### config.mk
export PLATFORM = sky130hd
export DESIGN_NAME = bitplane_popcount_gemv_accumulator_top
export DESIGN_NICKNAME = d
export VERILOG_FILES = /design/src/bpg_pkg.sv /design/src/bpg_lane.sv /design/src/bpg_fadd.sv /design/src/bitplane_popcount_gemv_accumulator_top.sv
export SDC_FILE = /design/constraint.sdc
export NUM_CORES = 2
export LEC_CHECK = 0
export BUFFER_PORTS_ARGS = -buffer_cell sky130_fd_sc_hd__buf_2
export CAP_MARGIN = 25
export CORE_MARGIN = 10
export CORE_UTILIZATION = 55
export DETAILED_ROUTE_END_ITERATION = 8
export PLACE_DENSITY = 0.75
export SYNTH_ARGS = -nofsm -noshare
export SYNTH_HDL_FRONTEND = slang
export SYNTH_HIERARCHICAL = 1
export SYNTH_SLANG_ARGS = --single-unit
### constraint.sdc
create_clock -name clk -period 37.8 [get_ports clk]
set_input_delay 1.89 -clock clk [delete_from_list [all_inputs] [get_ports clk]]
set_output_delay 1.89 -clock clk [all_outputs]
set_load 0.02 [all_outputs]
### src/bpg_pkg.sv
// ---------------------------------------------------------------------------
// bpg_pkg
// Shared types and constants for the bit-plane popcount GEMV accumulator.
// ---------------------------------------------------------------------------
package bpg_pkg;

	// lane geometry: one 64-bit word of each plane per lane
	localparam int NUM_LANES = 4;
	localparam int LANE_W    = 64;
	localparam int CNT_W     = 7;
	localparam int PC_W      = 9;

	// unpacked float: value = sig * 2^exp
	localparam int EXP_W = 11;
	localparam int SIG_W = 32;

	localparam logic [31:0] F32_QNAN = 32'h7FC0_0000;
	localparam logic [15:0] F16_QNAN = 16'h7E00;

	typedef struct packed {
		logic                    nan;
		logic                    inf;
		logic                    sign;
		logic signed [EXP_W-1:0] exp;
		logic [SIG_W-1:0]        sig;
	} ufp_t;

	// request from the sequencer to the adder
	typedef struct packed {
		logic start;
		ufp_t op_a;
		ufp_t op_b;
	} fadd_req_t;

	typedef enum logic [2:0] {
		ST_IDLE,
		ST_MUL,
		ST_ADD,
		ST_BIAS,
		ST_CONV
	} state_t;

endpackage

### src/bpg_lane.sv
// ---------------------------------------------------------------------------
// bpg_lane
// One popcount lane: counts set bits of left AND right over the valid bytes
// of one 64-bit word and registers the count.
// ---------------------------------------------------------------------------
module bpg_lane
	import bpg_pkg::*;
#(
	parameter int NBYTES = 8
) (
	input  logic              clk,
	input  logic              ld,
	input  logic [LANE_W-1:0] left,
	input  logic [LANE_W-1:0] right,
	output logic [CNT_W-1:0]  cnt
);

	// bytes past the block are dropped
	localparam logic [LANE_W-1:0] MASK = (NBYTES >= 8) ? {LANE_W{1'b1}} :
		((LANE_W'(1) << (8 * NBYTES)) - LANE_W'(1));

	logic [CNT_W-1:0] cnt_s1;

	function automatic logic [CNT_W-1:0] popcnt(input logic [LANE_W-1:0] v);
		logic [CNT_W-1:0] c;
		c = '0;
		for (int i = 0; i < LANE_W; i++) c = c + CNT_W'(v[i]);
		return c;
	endfunction

	// count register, loaded with each transaction
	always_ff @(posedge clk) begin
		if (ld) begin
			cnt_s1 <= popcnt(left & right & MASK);
		end
	end

	assign cnt = cnt_s1;

endmodule

### src/bpg_fadd.sv
// ---------------------------------------------------------------------------
// bpg_fadd
// Five-stage fp32 adder for unpacked operands with up to 32-bit
// significands; one rounding, nearest-even, subnormals kept.
// ---------------------------------------------------------------------------
module bpg_fadd
	import bpg_pkg::*;
(
	input  logic        clk,
	input  logic        arst_n,
	input  fadd_req_t   req,
	output logic        done,
	output logic [31:0] result
);

	logic v_s1, v_s2, v_s3, v_s4, done_q;

	logic        spec_s1, spec_s2, spec_s3, spec_s4;
	logic [31:0] sbits_s1, sbits_s2, sbits_s3, sbits_s4;
	ufp_t        na_s1, nb_s1;

	logic [63:0]             big_s2, minor_s2;
	logic                    sub_s2, sign_s2, zsign_s2;
	logic signed [EXP_W-1:0] e_s2;

	logic [64:0]             mag_s3;
	logic                    sign_s3, zsign_s3;
	logic signed [EXP_W-1:0] e_s3;

	logic [64:0]             norm_s4;
	logic signed [11:0]      emsb_s4;
	logic                    sign_s4, zero_s4;

	logic [31:0] result_q;

	function automatic logic [5:0] lzc32(input logic [31:0] v);
		logic [5:0] n;
		logic       f;
		n = 6'd32;
		f = 1'b0;
		for (int i = 31; i >= 0; i--) begin
			if (!f && v[i]) begin
				n = 6'(31 - i);
				f = 1'b1;
			end
		end
		return n;
	endfunction

	function automatic logic [6:0] lzc65(input logic [64:0] v);
		logic [6:0] n;
		logic       f;
		n = 7'd65;
		f = 1'b0;
		for (int i = 64; i >= 0; i--) begin
			if (!f && v[i]) begin
				n = 7'(64 - i);
				f = 1'b1;
			end
		end
		return n;
	endfunction

	function automatic ufp_t norm32(input ufp_t x);
		ufp_t       r;
		logic [5:0] lz;
		lz    = lzc32(x.sig);
		r     = x;
		r.sig = x.sig << lz;
		r.exp = x.exp - EXP_W'(lz);
		return r;
	endfunction

	// stage 1: special cases, normalize both significands
	logic        s1_nan, s1_inf, s1_isg;
	always_comb begin
		s1_nan = req.op_a.nan | req.op_b.nan |
			(req.op_a.inf & req.op_b.inf & (req.op_a.sign != req.op_b.sign));
		s1_inf = req.op_a.inf | req.op_b.inf;
		s1_isg = req.op_a.inf ? req.op_a.sign : req.op_b.sign;
	end

	always_ff @(posedge clk) begin
		if (req.start) begin
			na_s1    <= norm32(req.op_a);
			nb_s1    <= norm32(req.op_b);
			spec_s1  <= s1_nan | s1_inf;
			sbits_s1 <= s1_nan ? F32_QNAN : {s1_isg, 8'hFF, 23'd0};
		end
	end

	// stage 2: order by exponent, align smaller with sticky
	ufp_t               big, minor;
	logic               az, bz, swap;
	logic signed [11:0] diff;
	logic [6:0]         dsh;
	logic [63:0]        ext, shd;
	logic               st2;
	always_comb begin
		az   = (na_s1.sig == '0);
		bz   = (nb_s1.sig == '0);
		swap = az | (!bz && ($signed(nb_s1.exp) > $signed(na_s1.exp)));
		big  = swap ? nb_s1 : na_s1;
		minor = swap ? na_s1 : nb_s1;
		diff = $signed({big.exp[EXP_W-1], big.exp}) -
			$signed({minor.exp[EXP_W-1], minor.exp});
		if (diff < 0) dsh = 7'd0;
		else if (diff >= 64) dsh = 7'd64;
		else dsh = diff[6:0];
		ext = {minor.sig, 32'd0};
		shd = ext >> dsh;
		st2 = |(ext & ~({64{1'b1}} << dsh));
	end

	always_ff @(posedge clk) begin
		if (v_s1) begin
			big_s2   <= {big.sig, 32'd0};
			minor_s2 <= shd | {63'd0, st2};
			sub_s2   <= big.sign ^ minor.sign;
			sign_s2  <= big.sign;
			zsign_s2 <= na_s1.sign & nb_s1.sign;
			e_s2     <= big.exp;
			spec_s2  <= spec_s1;
			sbits_s2 <= sbits_s1;
		end
	end

	// stage 3: add or subtract magnitudes
	logic [65:0] s66;
	logic        neg;
	always_comb begin
		s66 = sub_s2 ? ({2'b0, big_s2} - {2'b0, minor_s2}) :
			({2'b0, big_s2} + {2'b0, minor_s2});
		neg = sub_s2 & s66[65];
	end

	always_ff @(posedge clk) begin
		if (v_s2) begin
			mag_s3   <= neg ? 65'(-s66) : s66[64:0];
			sign_s3  <= sign_s2 ^ neg;
			zsign_s3 <= zsign_s2;
			e_s3     <= e_s2;
			spec_s3  <= spec_s2;
			sbits_s3 <= sbits_s2;
		end
	end

	// stage 4: normalize sum to bit 64
	logic [6:0] lz4;
	always_comb begin
		lz4 = lzc65(mag_s3);
	end

	always_ff @(posedge clk) begin
		if (v_s3) begin
			norm_s4  <= mag_s3 << lz4;
			emsb_s4  <= 12'($signed(e_s3)) + 12'sd32 - $signed({5'd0, lz4});
			zero_s4  <= (mag_s3 == '0);
			sign_s4  <= (mag_s3 == '0) ? zsign_s3 : sign_s3;
			spec_s4  <= spec_s3;
			sbits_s4 <= sbits_s3;
		end
	end

	// stage 5: subnormal shift, round to nearest even, pack
	logic               den, ovf, g5, st5, inc5, inf5;
	logic signed [11:0] dd;
	logic [6:0]         s5;
	logic [64:0]        t5;
	logic [24:0]        r5;
	logic [8:0]         base5;
	logic [31:0]        bits5, res5;
	always_comb begin
		den = (emsb_s4 < -12'sd126);
		ovf = (emsb_s4 > 12'sd127);
		dd  = -12'sd126 - emsb_s4;
		if (!den) s5 = 7'd0;
		else if (dd > 12'sd66) s5 = 7'd66;
		else s5 = dd[6:0];
		t5    = norm_s4 >> s5;
		g5    = t5[40];
		st5   = (|t5[39:0]) | (|(norm_s4 & ~({65{1'b1}} << s5)));
		inc5  = g5 & (st5 | t5[41]);
		r5    = {1'b0, t5[64:41]} + 25'(inc5);
		base5 = den ? 9'd0 : 9'(emsb_s4 + 12'sd126);
		bits5 = {base5[7:0], 23'd0} + 32'(r5);
		inf5  = ovf | (bits5[30:23] == 8'hFF);
		if (spec_s4) res5 = sbits_s4;
		else if (zero_s4) res5 = {sign_s4, 31'd0};
		else if (inf5) res5 = {sign_s4, 8'hFF, 23'd0};
		else res5 = {sign_s4, bits5[30:0]};
	end

	always_ff @(posedge clk) begin
		if (v_s4) begin
			result_q <= res5;
		end
	end

	// stage valids
	always_ff @(posedge clk or negedge arst_n) begin
		if (!arst_n) begin
			v_s1   <= 1'b0;
			v_s2   <= 1'b0;
			v_s3   <= 1'b0;
			v_s4   <= 1'b0;
			done_q <= 1'b0;
		end else begin
			v_s1   <= req.start;
			v_s2   <= v_s1;
			v_s3   <= v_s2;
			v_s4   <= v_s3;
			done_q <= v_s4;
		end
	end

	assign done   = done_q;
	assign result = result_q;

endmodule

### src/bitplane_popcount_gemv_accumulator_top.sv
// ---------------------------------------------------------------------------
// bitplane_popcount_gemv_accumulator_top
// Column accumulator for a bit-plane quantized matrix-vector product.
// ---------------------------------------------------------------------------
// Input channel (in_valid/in_ready): one term per transaction, two 256-bit
// plane blocks as four 64-bit words each, two binary16 coefficients, the
// binary16 bias and last_term. Four lanes count AND-ed bits per word; the
// merge adds the counts and scales the coefficient product by them.
// The product is added into the fp32 running sum by a five-stage adder.
// A term occupies the block from acceptance through the merge/multiply and the
// five adder stages, so a new term is taken only after its sum is written back.
// A last term then goes through the fp16 conversion, after a second pass
// through the adder for the bias when the bias is enabled; out_valid rises once
// the converted result is loaded into the output register.
// Output channel (out_valid/column_result): one output register. While it
// waits for out_ready the block keeps accepting and accumulating terms; only
// the next last term waits at conversion until the register frees up.
// Reset clears the running sum to +0, bias_enable to 0 and the output valid.
// cfg_write_en/cfg_write_data write bias_enable; write only when idle.
// ---------------------------------------------------------------------------
module bitplane_popcount_gemv_accumulator_top
	import bpg_pkg::*;
#(
	parameter int BLOCK_BYTES = 32
) (
	input  logic        clk,
	input  logic        arst_n,
	input  logic        in_valid,
	output logic        in_ready,
	input  logic [63:0] left_bits_0,
	input  logic [63:0] left_bits_1,
	input  logic [63:0] left_bits_2,
	input  logic [63:0] left_bits_3,
	input  logic [63:0] right_bits_0,
	input  logic [63:0] right_bits_1,
	input  logic [63:0] right_bits_2,
	input  logic [63:0] right_bits_3,
	input  logic [15:0] left_coeff,
	input  logic [15:0] right_coeff,
	input  logic [15:0] bias_value,
	input  logic        last_term,
	output logic        out_valid,
	input  logic        out_ready,
	output logic [15:0] column_result,
	input  logic        cfg_write_en,
	input  logic        cfg_write_data
);

	state_t state_q, state_d;

	logic              acc;
	logic [LANE_W-1:0] left_w  [NUM_LANES];
	logic [LANE_W-1:0] right_w [NUM_LANES];
	logic [CNT_W-1:0]  cnt     [NUM_LANES];

	logic                    bias_en_q;
	logic [21:0]             psig_s1;
	logic signed [EXP_W-1:0] pexp_s1;
	logic                    psign_s1, nan_s1, inf_a_s1, inf_b_s1, zero_a_s1, zero_b_s1;
	logic [15:0]             bias_q;
	logic                    last_q;
	logic [31:0]             sum_q, res_q;
	logic [15:0]             out_q;
	logic                    out_valid_q;

	fadd_req_t   req;
	logic        add_done;
	logic [31:0] add_res;
	logic        sum_ld, sum_clr, res_ld, out_ld;
	logic [31:0] sum_nx;

	function automatic ufp_t unpack16(input logic [15:0] h);
		ufp_t r;
		r.sign = h[15];
		r.nan  = (h[14:10] == 5'h1F) && (h[9:0] != '0);
		r.inf  = (h[14:10] == 5'h1F) && (h[9:0] == '0);
		r.sig  = (h[14:10] == 5'h1F) ? '0 :
			SIG_W'({(h[14:10] != 5'd0), h[9:0]});
		r.exp  = (h[14:10] == 5'd0) ? EXP_W'(-24) :
			$signed(EXP_W'(h[14:10])) - EXP_W'(25);
		return r;
	endfunction

	function automatic ufp_t unpack32(input logic [31:0] f);
		ufp_t r;
		r.sign = f[31];
		r.nan  = (f[30:23] == 8'hFF) && (f[22:0] != '0);
		r.inf  = (f[30:23] == 8'hFF) && (f[22:0] == '0);
		r.sig  = (f[30:23] == 8'hFF) ? '0 : SIG_W'({(f[30:23] != 8'd0), f[22:0]});
		r.exp  = (f[30:23] == 8'd0) ? EXP_W'(-149) :
			$signed(EXP_W'(f[30:23])) - EXP_W'(150);
		return r;
	endfunction

	// fp32 to fp16; rounding works on 25 bits so a shift of 25 keeps its half point
	function automatic logic [15:0] f32_to_f16(input logic [31:0] b);
		logic              sg;
		logic [7:0]        e;
		logic [24:0]       mant, q, rem, half;
		logic signed [9:0] ex, t, ep;
		logic [4:0]        sh;
		logic [15:0]       r;
		sg   = b[31];
		e    = b[30:23];
		mant = {1'b0, (e != 8'd0), b[22:0]};
		ex   = (e != 8'd0) ? ($signed({2'b0, e}) - 10'sd127) : -10'sd126;
		t    = -10'sd1 - ex;
		ep   = ex + 10'sd14;
		sh   = (ex >= -10'sd14) ? 5'd13 : t[4:0];
		q    = mant >> sh;
		rem  = mant & ~(25'h1FF_FFFF << sh);
		half = 25'd1 << (sh - 5'd1);
		if (rem > half || (rem == half && q[0])) q = q + 25'd1;
		if (e == 8'hFF) r = (b[22:0] != '0) ? F16_QNAN : {sg, 15'h7C00};
		else if (ex > 10'sd15) r = {sg, 15'h7C00};
		else if (ex < -10'sd26) r = {sg, 15'd0};
		else if (ex >= -10'sd14) r = {sg, {ep[4:0], 10'd0} + q[14:0]};
		else r = {sg, q[14:0]};
		return r;
	endfunction

	assign in_ready = (state_q == ST_IDLE);
	assign acc      = in_valid & in_ready;

	// popcount lanes
	assign left_w[0]  = left_bits_0;
	assign left_w[1]  = left_bits_1;
	assign left_w[2]  = left_bits_2;
	assign left_w[3]  = left_bits_3;
	assign right_w[0] = right_bits_0;
	assign right_w[1] = right_bits_1;
	assign right_w[2] = right_bits_2;
	assign right_w[3] = right_bits_3;

	for (genvar w = 0; w < NUM_LANES; w++) begin : g_lane
		localparam int NB = (BLOCK_BYTES - 8 * w <= 0) ? 0 :
			((BLOCK_BYTES - 8 * w >= 8) ? 8 : BLOCK_BYTES - 8 * w);
		bpg_lane #(.NBYTES(NB)) u_lane (
			.clk   (clk),
			.ld    (acc),
			.left  (left_w[w]),
			.right (right_w[w]),
			.cnt   (cnt[w])
		);
	end

	// coefficient decode and significand product
	ufp_t ca, cb;
	always_comb begin
		ca = unpack16(left_coeff);
		cb = unpack16(right_coeff);
	end

	always_ff @(posedge clk) begin
		if (acc) begin
			psig_s1   <= ca.sig[10:0] * cb.sig[10:0];
			pexp_s1   <= ca.exp + cb.exp;
			psign_s1  <= ca.sign ^ cb.sign;
			nan_s1    <= ca.nan | cb.nan;
			inf_a_s1  <= ca.inf;
			inf_b_s1  <= cb.inf;
			zero_a_s1 <= !ca.inf && !ca.nan && (ca.sig == '0);
			zero_b_s1 <= !cb.inf && !cb.nan && (cb.sig == '0);
			bias_q    <= bias_value;
			last_q    <= last_term;
		end
	end

	// merge: total count, scaled product operand
	logic [PC_W-1:0] pc;
	ufp_t            prod;
	logic            pnan;
	always_comb begin
		pc = '0;
		for (int i = 0; i < NUM_LANES; i++) pc = pc + PC_W'(cnt[i]);
		pnan = nan_s1 | ((inf_a_s1 | inf_b_s1) &
			(zero_a_s1 | zero_b_s1 | (pc == '0)));
		prod.nan  = pnan;
		prod.inf  = (inf_a_s1 | inf_b_s1) & !pnan;
		prod.sign = psign_s1;
		prod.exp  = pexp_s1;
		prod.sig  = {10'd0, psig_s1} * {{(SIG_W - PC_W){1'b0}}, pc};
	end

	// sequencer
	always_comb begin
		state_d = state_q;
		req     = '0;
		sum_ld  = 1'b0;
		sum_clr = 1'b0;
		res_ld  = 1'b0;
		out_ld  = 1'b0;
		unique case (state_q)
			ST_IDLE: begin
				if (acc) state_d = ST_MUL;
			end
			ST_MUL: begin
				req.start = 1'b1;
				req.op_a  = unpack32(sum_q);
				req.op_b  = prod;
				state_d   = ST_ADD;
			end
			ST_ADD: begin
				if (add_done) begin
					if (!last_q) begin
						sum_ld  = 1'b1;
						state_d = ST_IDLE;
					end else begin
						sum_clr = 1'b1;
						if (bias_en_q) begin
							req.start = 1'b1;
							req.op_a  = unpack32(add_res);
							req.op_b  = unpack16(bias_q);
							state_d   = ST_BIAS;
						end else begin
							res_ld  = 1'b1;
							state_d = ST_CONV;
						end
					end
				end
			end
			ST_BIAS: begin
				if (add_done) begin
					res_ld  = 1'b1;
					state_d = ST_CONV;
				end
			end
			ST_CONV: begin
				if (!out_valid_q || out_ready) begin
					out_ld  = 1'b1;
					state_d = ST_IDLE;
				end
			end
			default: state_d = ST_IDLE;
		endcase
	end

	bpg_fadd u_fadd (
		.clk    (clk),
		.arst_n (arst_n),
		.req    (req),
		.done   (add_done),
		.result (add_res)
	);

	assign sum_nx = sum_clr ? 32'd0 : add_res;

	// control and accumulator state
	always_ff @(posedge clk or negedge arst_n) begin
		if (!arst_n) begin
			state_q     <= ST_IDLE;
			bias_en_q   <= 1'b0;
			sum_q       <= 32'd0;
			out_valid_q <= 1'b0;
		end else begin
			state_q <= state_d;
			if (cfg_write_en) bias_en_q <= cfg_write_data;
			if (sum_ld || sum_clr) sum_q <= sum_nx;
			if (out_ld) out_valid_q <= 1'b1;
			else if (out_ready) out_valid_q <= 1'b0;
		end
	end

	// result and output registers
	always_ff @(posedge clk) begin
		if (res_ld) res_q <= add_res;
		if (out_ld) out_q <= f32_to_f16(res_q);
	end

	assign out_valid     = out_valid_q;
	assign column_result = out_q;

endmodule
======== Yosys cells after proc, flatten, opt, wreduce, memory -nomap -nowiden ========
Index checks and enable logic that the tools add are counted.
cells by class
  add/sub/neg operators ................... 279
  $mul .................................... 2
  $lt $le $gt $ge ......................... 10
  equality and inequality tests ........... 17
  shift-type cells ........................ 10
  mux-type cells .......................... 380
  bitwise operators ....................... 35
  reduce and logical (&&, ||, !) cells .... 312
operators with widths
  cell                     number
  $add A7 B1 Y7            248
  $mux W7                  69
  $mux W6                  66
  $and A64 B64 Y64         5
  $mux W93                 3
  $mux W1                  204
  $pmux W93 S2             1
  $logic_and A1 B1 Y1      142
  $logic_not A1 Y1         133
  $logic_not A32 Y1        4
  $mux W11                 8
  $mux W44                 2
  $mux W15                 5
  $reduce_bool A23 Y1      3
  $mux W66                 1
  $add A64 B64 Y65         1
  $and A65 B65 Y65         1
  $logic_not A65 Y1        1
  $mux W65                 1
  $neg A65 Y65             1
  $not A65 Y65             1
  $reduce_or A65 Y1        1
  $shl A65 B7 Y65          1
  $shl A65 B7 Y65 const A  1
  81 further kinds         142
word-level totals
  bits in registers ....................... 693
  input bits .............................. 567
  output and inout port bits .............. 18
  logic and storage cells ................. 1100

======== Logic depth before layout (Yosys ltp) ========
  depth in word-level cells ............... 194
  depth in mapped cells ................... 59
  gate-level depth less buffers ........... 56

======== Modules after synthesis ========
Netlist, hierarchy kept.
modules (own cells, without submodules)
  module                                  instances  cells an instance  area each (um^2)
  bpg_fadd                                1          4366               37734.9
  bitplane_popcount_gemv_accumulator_top  1          2263               20345.8
  bpg_lane at g_lane[0].u_lane ...        3          204                2073.2
  bpg_lane at g_lane[3].u_lane            1          204                2067.0

======== Worst setup path before layout ========
OpenSTA, ideal clock, no wires.
  path kind ............................... register to register
  start point ............................. reg g_lane[3].u_lane.cnt_s1[1]
  end point ............................... reg u_fadd/nb_s1[42] (netlist name), data pin
  setup time .............................. 0.271 ns
  arrival ................................. 12.851 ns
  data required time ...................... 37.529 ns
  setup slack ............................. 24.678 ns
  cell stages (with the launch flop) ...... 59
  buffers on the path ..................... 4
  period minus slack after synthesis ...... 13.122 ns
  cells stage by stage .................... edfxtp_1 > fa_1 > inv_1 > fa_1 > inv_1 > ha_1 > inv_1 > fa_1 > inv_1 > a21oi_1 > o21bai_1 > a21oi_1 > nor2_1 > nor2_1 > xnor2_1 > clkbuf_1 > nand2_1 > fa_1 > (+23 left out) > or3_1 > nor3_1 > or4_1 > a31o_2 > buf_2 > buf_2 > clkbuf_1 > ha_1 > inv_1 > fa_1 > a21o_1 > a21oi_1 > nor2b_1 > o21ai_0 > nand2b_1 > or2_2 > nor4_1 > xor2_1
RTL lines
  what                    line            source
  start, declared         bpg_lane.sv:22  logic [CNT_W-1:0] cnt_s1;
  start signal, assigned  bpg_lane.sv:34  cnt_s1 <= popcnt(left & right & MASK);
  end signal, assigned    bpg_fadd.sv:86  nb_s1 <= norm32(req.op_b);
  end, declared           bpg_fadd.sv:20  ufp_t na_s1, nb_s1;

==> metrics.txt <==
# TYPE chip_impl_metric gauge
chip_impl_metric{name="worst_ep_arrival_time",unit="ns"} 14.26
chip_impl_metric{name="dr.first_iter.drc_count",unit=""} 7162
chip_impl_metric{name="final_worst_path_cycle_share",unit=""} 0.367
chip_impl_metric{name="layout.filler_cells",unit=""} 10400
chip_impl_info{name="cts_tree",value="yes"} 1
chip_impl_metric{name="die-area",unit="um^2"} 135000
chip_impl_metric{name="die_outline_height",unit="um"} 367
chip_impl_metric{name="post_dp_cell_area",unit="um^2"} 70500
chip_impl_metric{name="ys_async_sr_fraction",unit=""} 0.0733
chip_impl_metric{name="netlist_instances",unit=""} 7445
chip_impl_metric{name="ant_nets",unit=""} 0
chip_impl_metric{name="fmax",unit="MHz"} 72.2
chip_impl_metric{name="ys_types",unit=""} 161
chip_impl_metric{name="synth_edf_count",unit=""} 531
chip_impl_metric{name="worst-r2r-setup-slack",unit="ns"} 23.94
chip_impl_metric{name="drt-vias-per-instance",unit=""} 6.23
chip_impl_metric{name="grt_pass1_vias",unit=""} 59100
chip_impl_metric{name="synthesis.area",unit="um^2"} 66400
chip_impl_metric{name="count_of_standard_cell_rows",unit=""} 127
chip_impl_metric{name="wl_per_cell",unit="um"} 24.7
chip_impl_metric{name="num_vias",unit=""} 59700
chip_impl_metric{name="io_buffer_count",unit=""} 584
chip_impl_metric{name="gpl.final_weighted_congestion",unit=""} 1.15
chip_impl_info{name="holdCritStartpoint",value="u_fadd/sbits_s2[22]"} 1
chip_impl_info{name="worst_r2r_dst",value="u_fadd/nb_s1[42]"} 1
chip_impl_metric{name="nNetsFinal",unit=""} 9244
chip_impl_metric{name="global_route.overflow_total",unit=""} 0
chip_impl_metric{name="ios",unit=""} 585
chip_impl_metric{name="chipWidth",unit="um"} 367
chip_impl_info{name="setup.worst_path.class",value="reg -> reg"} 1
chip_impl_metric{name="post-route-min-period",unit="ns"} 13.86
chip_impl_metric{name="antenna_violations_before_repair",unit=""} 71
chip_impl_info{name="holdPathEnd",value="u_fadd/sbits_s3[22]"} 1
chip_impl_metric{name="cp_max_fo",unit=""} 27
chip_impl_metric{name="clk_pin_slew_worst_paths",unit="ns"} 0.06
chip_impl_metric{name="grt_first_pass_wirelength",unit="um"} 355000
chip_impl_metric{name="worst_clock_skew",unit="ns"} 0.0493
chip_impl_metric{name="ys_seq_area_frac",unit=""} 0.256
chip_impl_metric{name="timing.slew.headroom",unit=""} 0.243
chip_impl_metric{name="critPathRequiredTime",unit="ns"} 38.20
chip_impl_info{name="synth_area_leader_cell",value="sky130_fd_sc_hd__edfxtp_1"} 1
chip_impl_metric{name="clock_tree.buffer_depth",unit=""} 3
chip_impl_info{name="slowest_stage_cell_crit_path",value="sky130_fd_sc_hd__a2111oi_0"} 1
chip_impl_metric{name="start_util",unit=""} 0.554
chip_impl_metric{name="htree_num_levels",unit=""} 3
chip_impl_metric{name="tritoncts.num_buffers",unit=""} 67
chip_impl_metric{name="drt_wl_total",unit="um"} 236000
chip_impl_info{name="rsz0062_at_grt",value="no"} 1
chip_impl_info{name="critical_path.endpoint_type",value="register"} 1
chip_impl_info{name="synth.top_cells.by_area",value="sky130_fd_sc_hd__edfxtp_1 (24%), sky130_fd_sc_hd__fa_1 (14%), sky130_fd_sc_hd__mux2i_1 (7.1%), sky130_fd_sc_hd__ha_1 (6.5%), sky130_fd_sc_hd__nand2_1 (5.8%)"} 1
chip_impl_metric{name="ys_warn_count",unit=""} 6
chip_impl_metric{name="ff2ff_path_depth",unit=""} 56
chip_impl_metric{name="final-max-slew-violation-count",unit=""} 0
chip_impl_metric{name="gr-usage-all-layers",unit=""} 0.339
chip_impl_info{name="rr_startpoint",value="g_lane[3].u_lane/cnt[1]"} 1
chip_impl_metric{name="fin_area",unit="um^2"} 73000
chip_impl_info{name="crit_path_start",value="g_lane[3].u_lane/cnt[1]"} 1
chip_impl_metric{name="cts_sinks",unit=""} 573
chip_impl_metric{name="ctsResizeCount",unit=""} 0
chip_impl_metric{name="grt_start_max_net_pins",unit=""} 99
chip_impl_metric{name="final.setup.tns",unit="ns"} 0
chip_impl_metric{name="finalSetupViolations",unit=""} 0
chip_impl_info{name="synth_top_flop_cell",value="sky130_fd_sc_hd__edfxtp_1"} 1
chip_impl_metric{name="post-synth-top-area-fraction",unit=""} 0.240
chip_impl_metric{name="tightestPinTransition",unit="ns"} 1.12
chip_impl_metric{name="syn_area_per_cell",unit="um^2"} 8.91
chip_impl_metric{name="post-route-drc-count",unit=""} 0
chip_impl_metric{name="hold-path-cell-count",unit=""} 0
chip_impl_metric{name="post_cts_buffers",unit=""} 0
chip_impl_metric{name="cts_hold_repair.buffers",unit=""} 0
chip_impl_metric{name="post-dp-hpwl",unit="um"} 192000
chip_impl_metric{name="hold_viol_final",unit=""} 0
chip_impl_metric{name="layout-drive-gt1-share",unit=""} 0.133
chip_impl_info{name="startpoint_type",value="register"} 1
chip_impl_metric{name="max-cap-violations",unit=""} 0
chip_impl_info{name="clk_root_buffer_cell",value="sky130_fd_sc_hd__clkbuf_16"} 1
chip_impl_metric{name="ys_seq_elements",unit=""} 573
chip_impl_info{name="result_of_the_run",value="complete, no violations"} 1
chip_impl_info{name="worstHoldPathType",value="reg -> reg"} 1
chip_impl_metric{name="critical-path-max-stage-delay",unit="ns"} 0.66
chip_impl_metric{name="insertion_delay",unit="ns"} 0.69
chip_impl_metric{name="area_growth_syn_to_layout",unit="%"} 9.95
chip_impl_metric{name="drt_pass1_iterations",unit=""} 7
chip_impl_metric{name="placeable_core_region",unit="um^2"} 120000
[cell type report]
class | instances | area [um^2] | area share
Sequential cell | 573 | 17000 | 0.233
Multi-Input combinational cell | 5907 | 45500 | 0.624
Tap cell | 1612 | 2020 | 0.0276
Clock inverter | 41 | 538 | 0.00737
Timing Repair Buffer | 657 | 3480 | 0.0477
Inverter | 668 | 2510 | 0.0344
Clock buffer | 77 | 1790 | 0.0245
Antenna cell | 40 | 100 | 0.00137
[registers in the layout, summed over array words and instances (netlist names), 22 cells and up]
name	flops
u_fadd/norm_s4	65
u_fadd/minor_s2	64
u_fadd/nb_s1	44
u_fadd/result	32
u_fadd/na_s1	44
res_q	32
u_fadd/big_s2	32
psig_s1	22
u_fadd/mag_s3	65
sum_q	32
g_lane.u_lane/cnt	28
[cell families (layout without fill, tap and decap cells)]
kind of cell / count (synthesis) / after routing / synth area share
AND/OR/NAND/NOR: 2664 / 2664 / 0.190
AO/OA/AOI/OAI: 1558 / 1558 / 0.162
buffers and inverters: 1004 / 1443 / 0.0619
adder cells (fa/ha/maj): 804 / 804 / 0.203
flip-flops: 573 / 573 / 0.256
multiplexers: 552 / 552 / 0.0880
XOR/XNOR: 289 / 289 / 0.0383
other: 1 / 80 / 0.0000565
[synth_stat cells, drive strengths merged (53+ instances only)]
master	count
o21ai	362
edfxtp	531
fa	457
nand2b	90
clkbuf	218
nand2	1028
xor2	117
nor2	632
mux2	63
o22ai	66
a21oi	341
a21o	78
mux2i	475
a31oi	53
nand4	62
o31ai	60
a211oi	73
and2	230
nand3	131
nor3	160
inv	667
nor4	89
buf	117
xnor2	172
ha	346
[metal layers]
layer,track usage,up-vias,part of all wire
met1,0.388,28500,0.36
met4,0.213,48,0.074
met5,0,-,0.0015
met3,0.0814,787,0.090
met2,0.568,3269,0.48
li1,-,27100,-
[layout by cell type, fill, tap and decap left out, drive strengths merged, types with 41 or more instances in the layout]
cell type and count:
nand3 131, nand2 1028, buf 657, mux2 63, inv 674, a21oi 341, ha 346, nand2b 90
mux2i 475, nor2b 48, o22ai 66, o221ai 41, and2 230, xnor2 172, fa 457, nor2 632
o31ai 60, a21o 78, o21ai 362, nor3 160, nor4 89, a31oi 53, clkbuf 77, or3 43
nand4 62, edfxtp 531, a211oi 73, o211ai 50, xor2 117, dfrtp 42
[critical path, delay by kind of cell, from the launching register on]
| kind | cells | cell delay (ns) |
|---|---|---|
| adder cells (fa/ha/maj) | 11 | 4.71 |
| AND/OR/NAND/NOR | 20 | 3.78 |
| AO/OA/AOI/OAI | 12 | 3.29 |
| buffers and inverters | 10 | 0.98 |
| flip-flops | 1 | 0.40 |
| XOR/XNOR | 3 | 0.40 |
[stage by stage]
stage                     hold slack (ns)  worst slack, ns   util  cells
final                               0.396            23.94  0.609   9575
after global routing                0.411            22.83  0.609   9556
after CTS                           0.396            23.99  0.608   9533
after detailed placement            0.405            24.09  0.589   9415
after global placement              0.401            24.41  0.589   9415
after floorplan                     0.400            24.68      -   7484
[worst max path at each step]
stage	to	cells after the start
5_1_grt	u_fadd/nb_s1[42]	56
4_1_cts	u_fadd/nb_s1[42]	56
2_1_floorplan	u_fadd/nb_s1[42]	58
3_5_place_dp	u_fadd/nb_s1[42]	56
6_report	u_fadd/nb_s1[42]	56
3_3_place_gp	u_fadd/nb_s1[42]	56
Power is not shown: default switching activity piles up to over one toggle a cycle in this logic, so the estimate is an artifact.
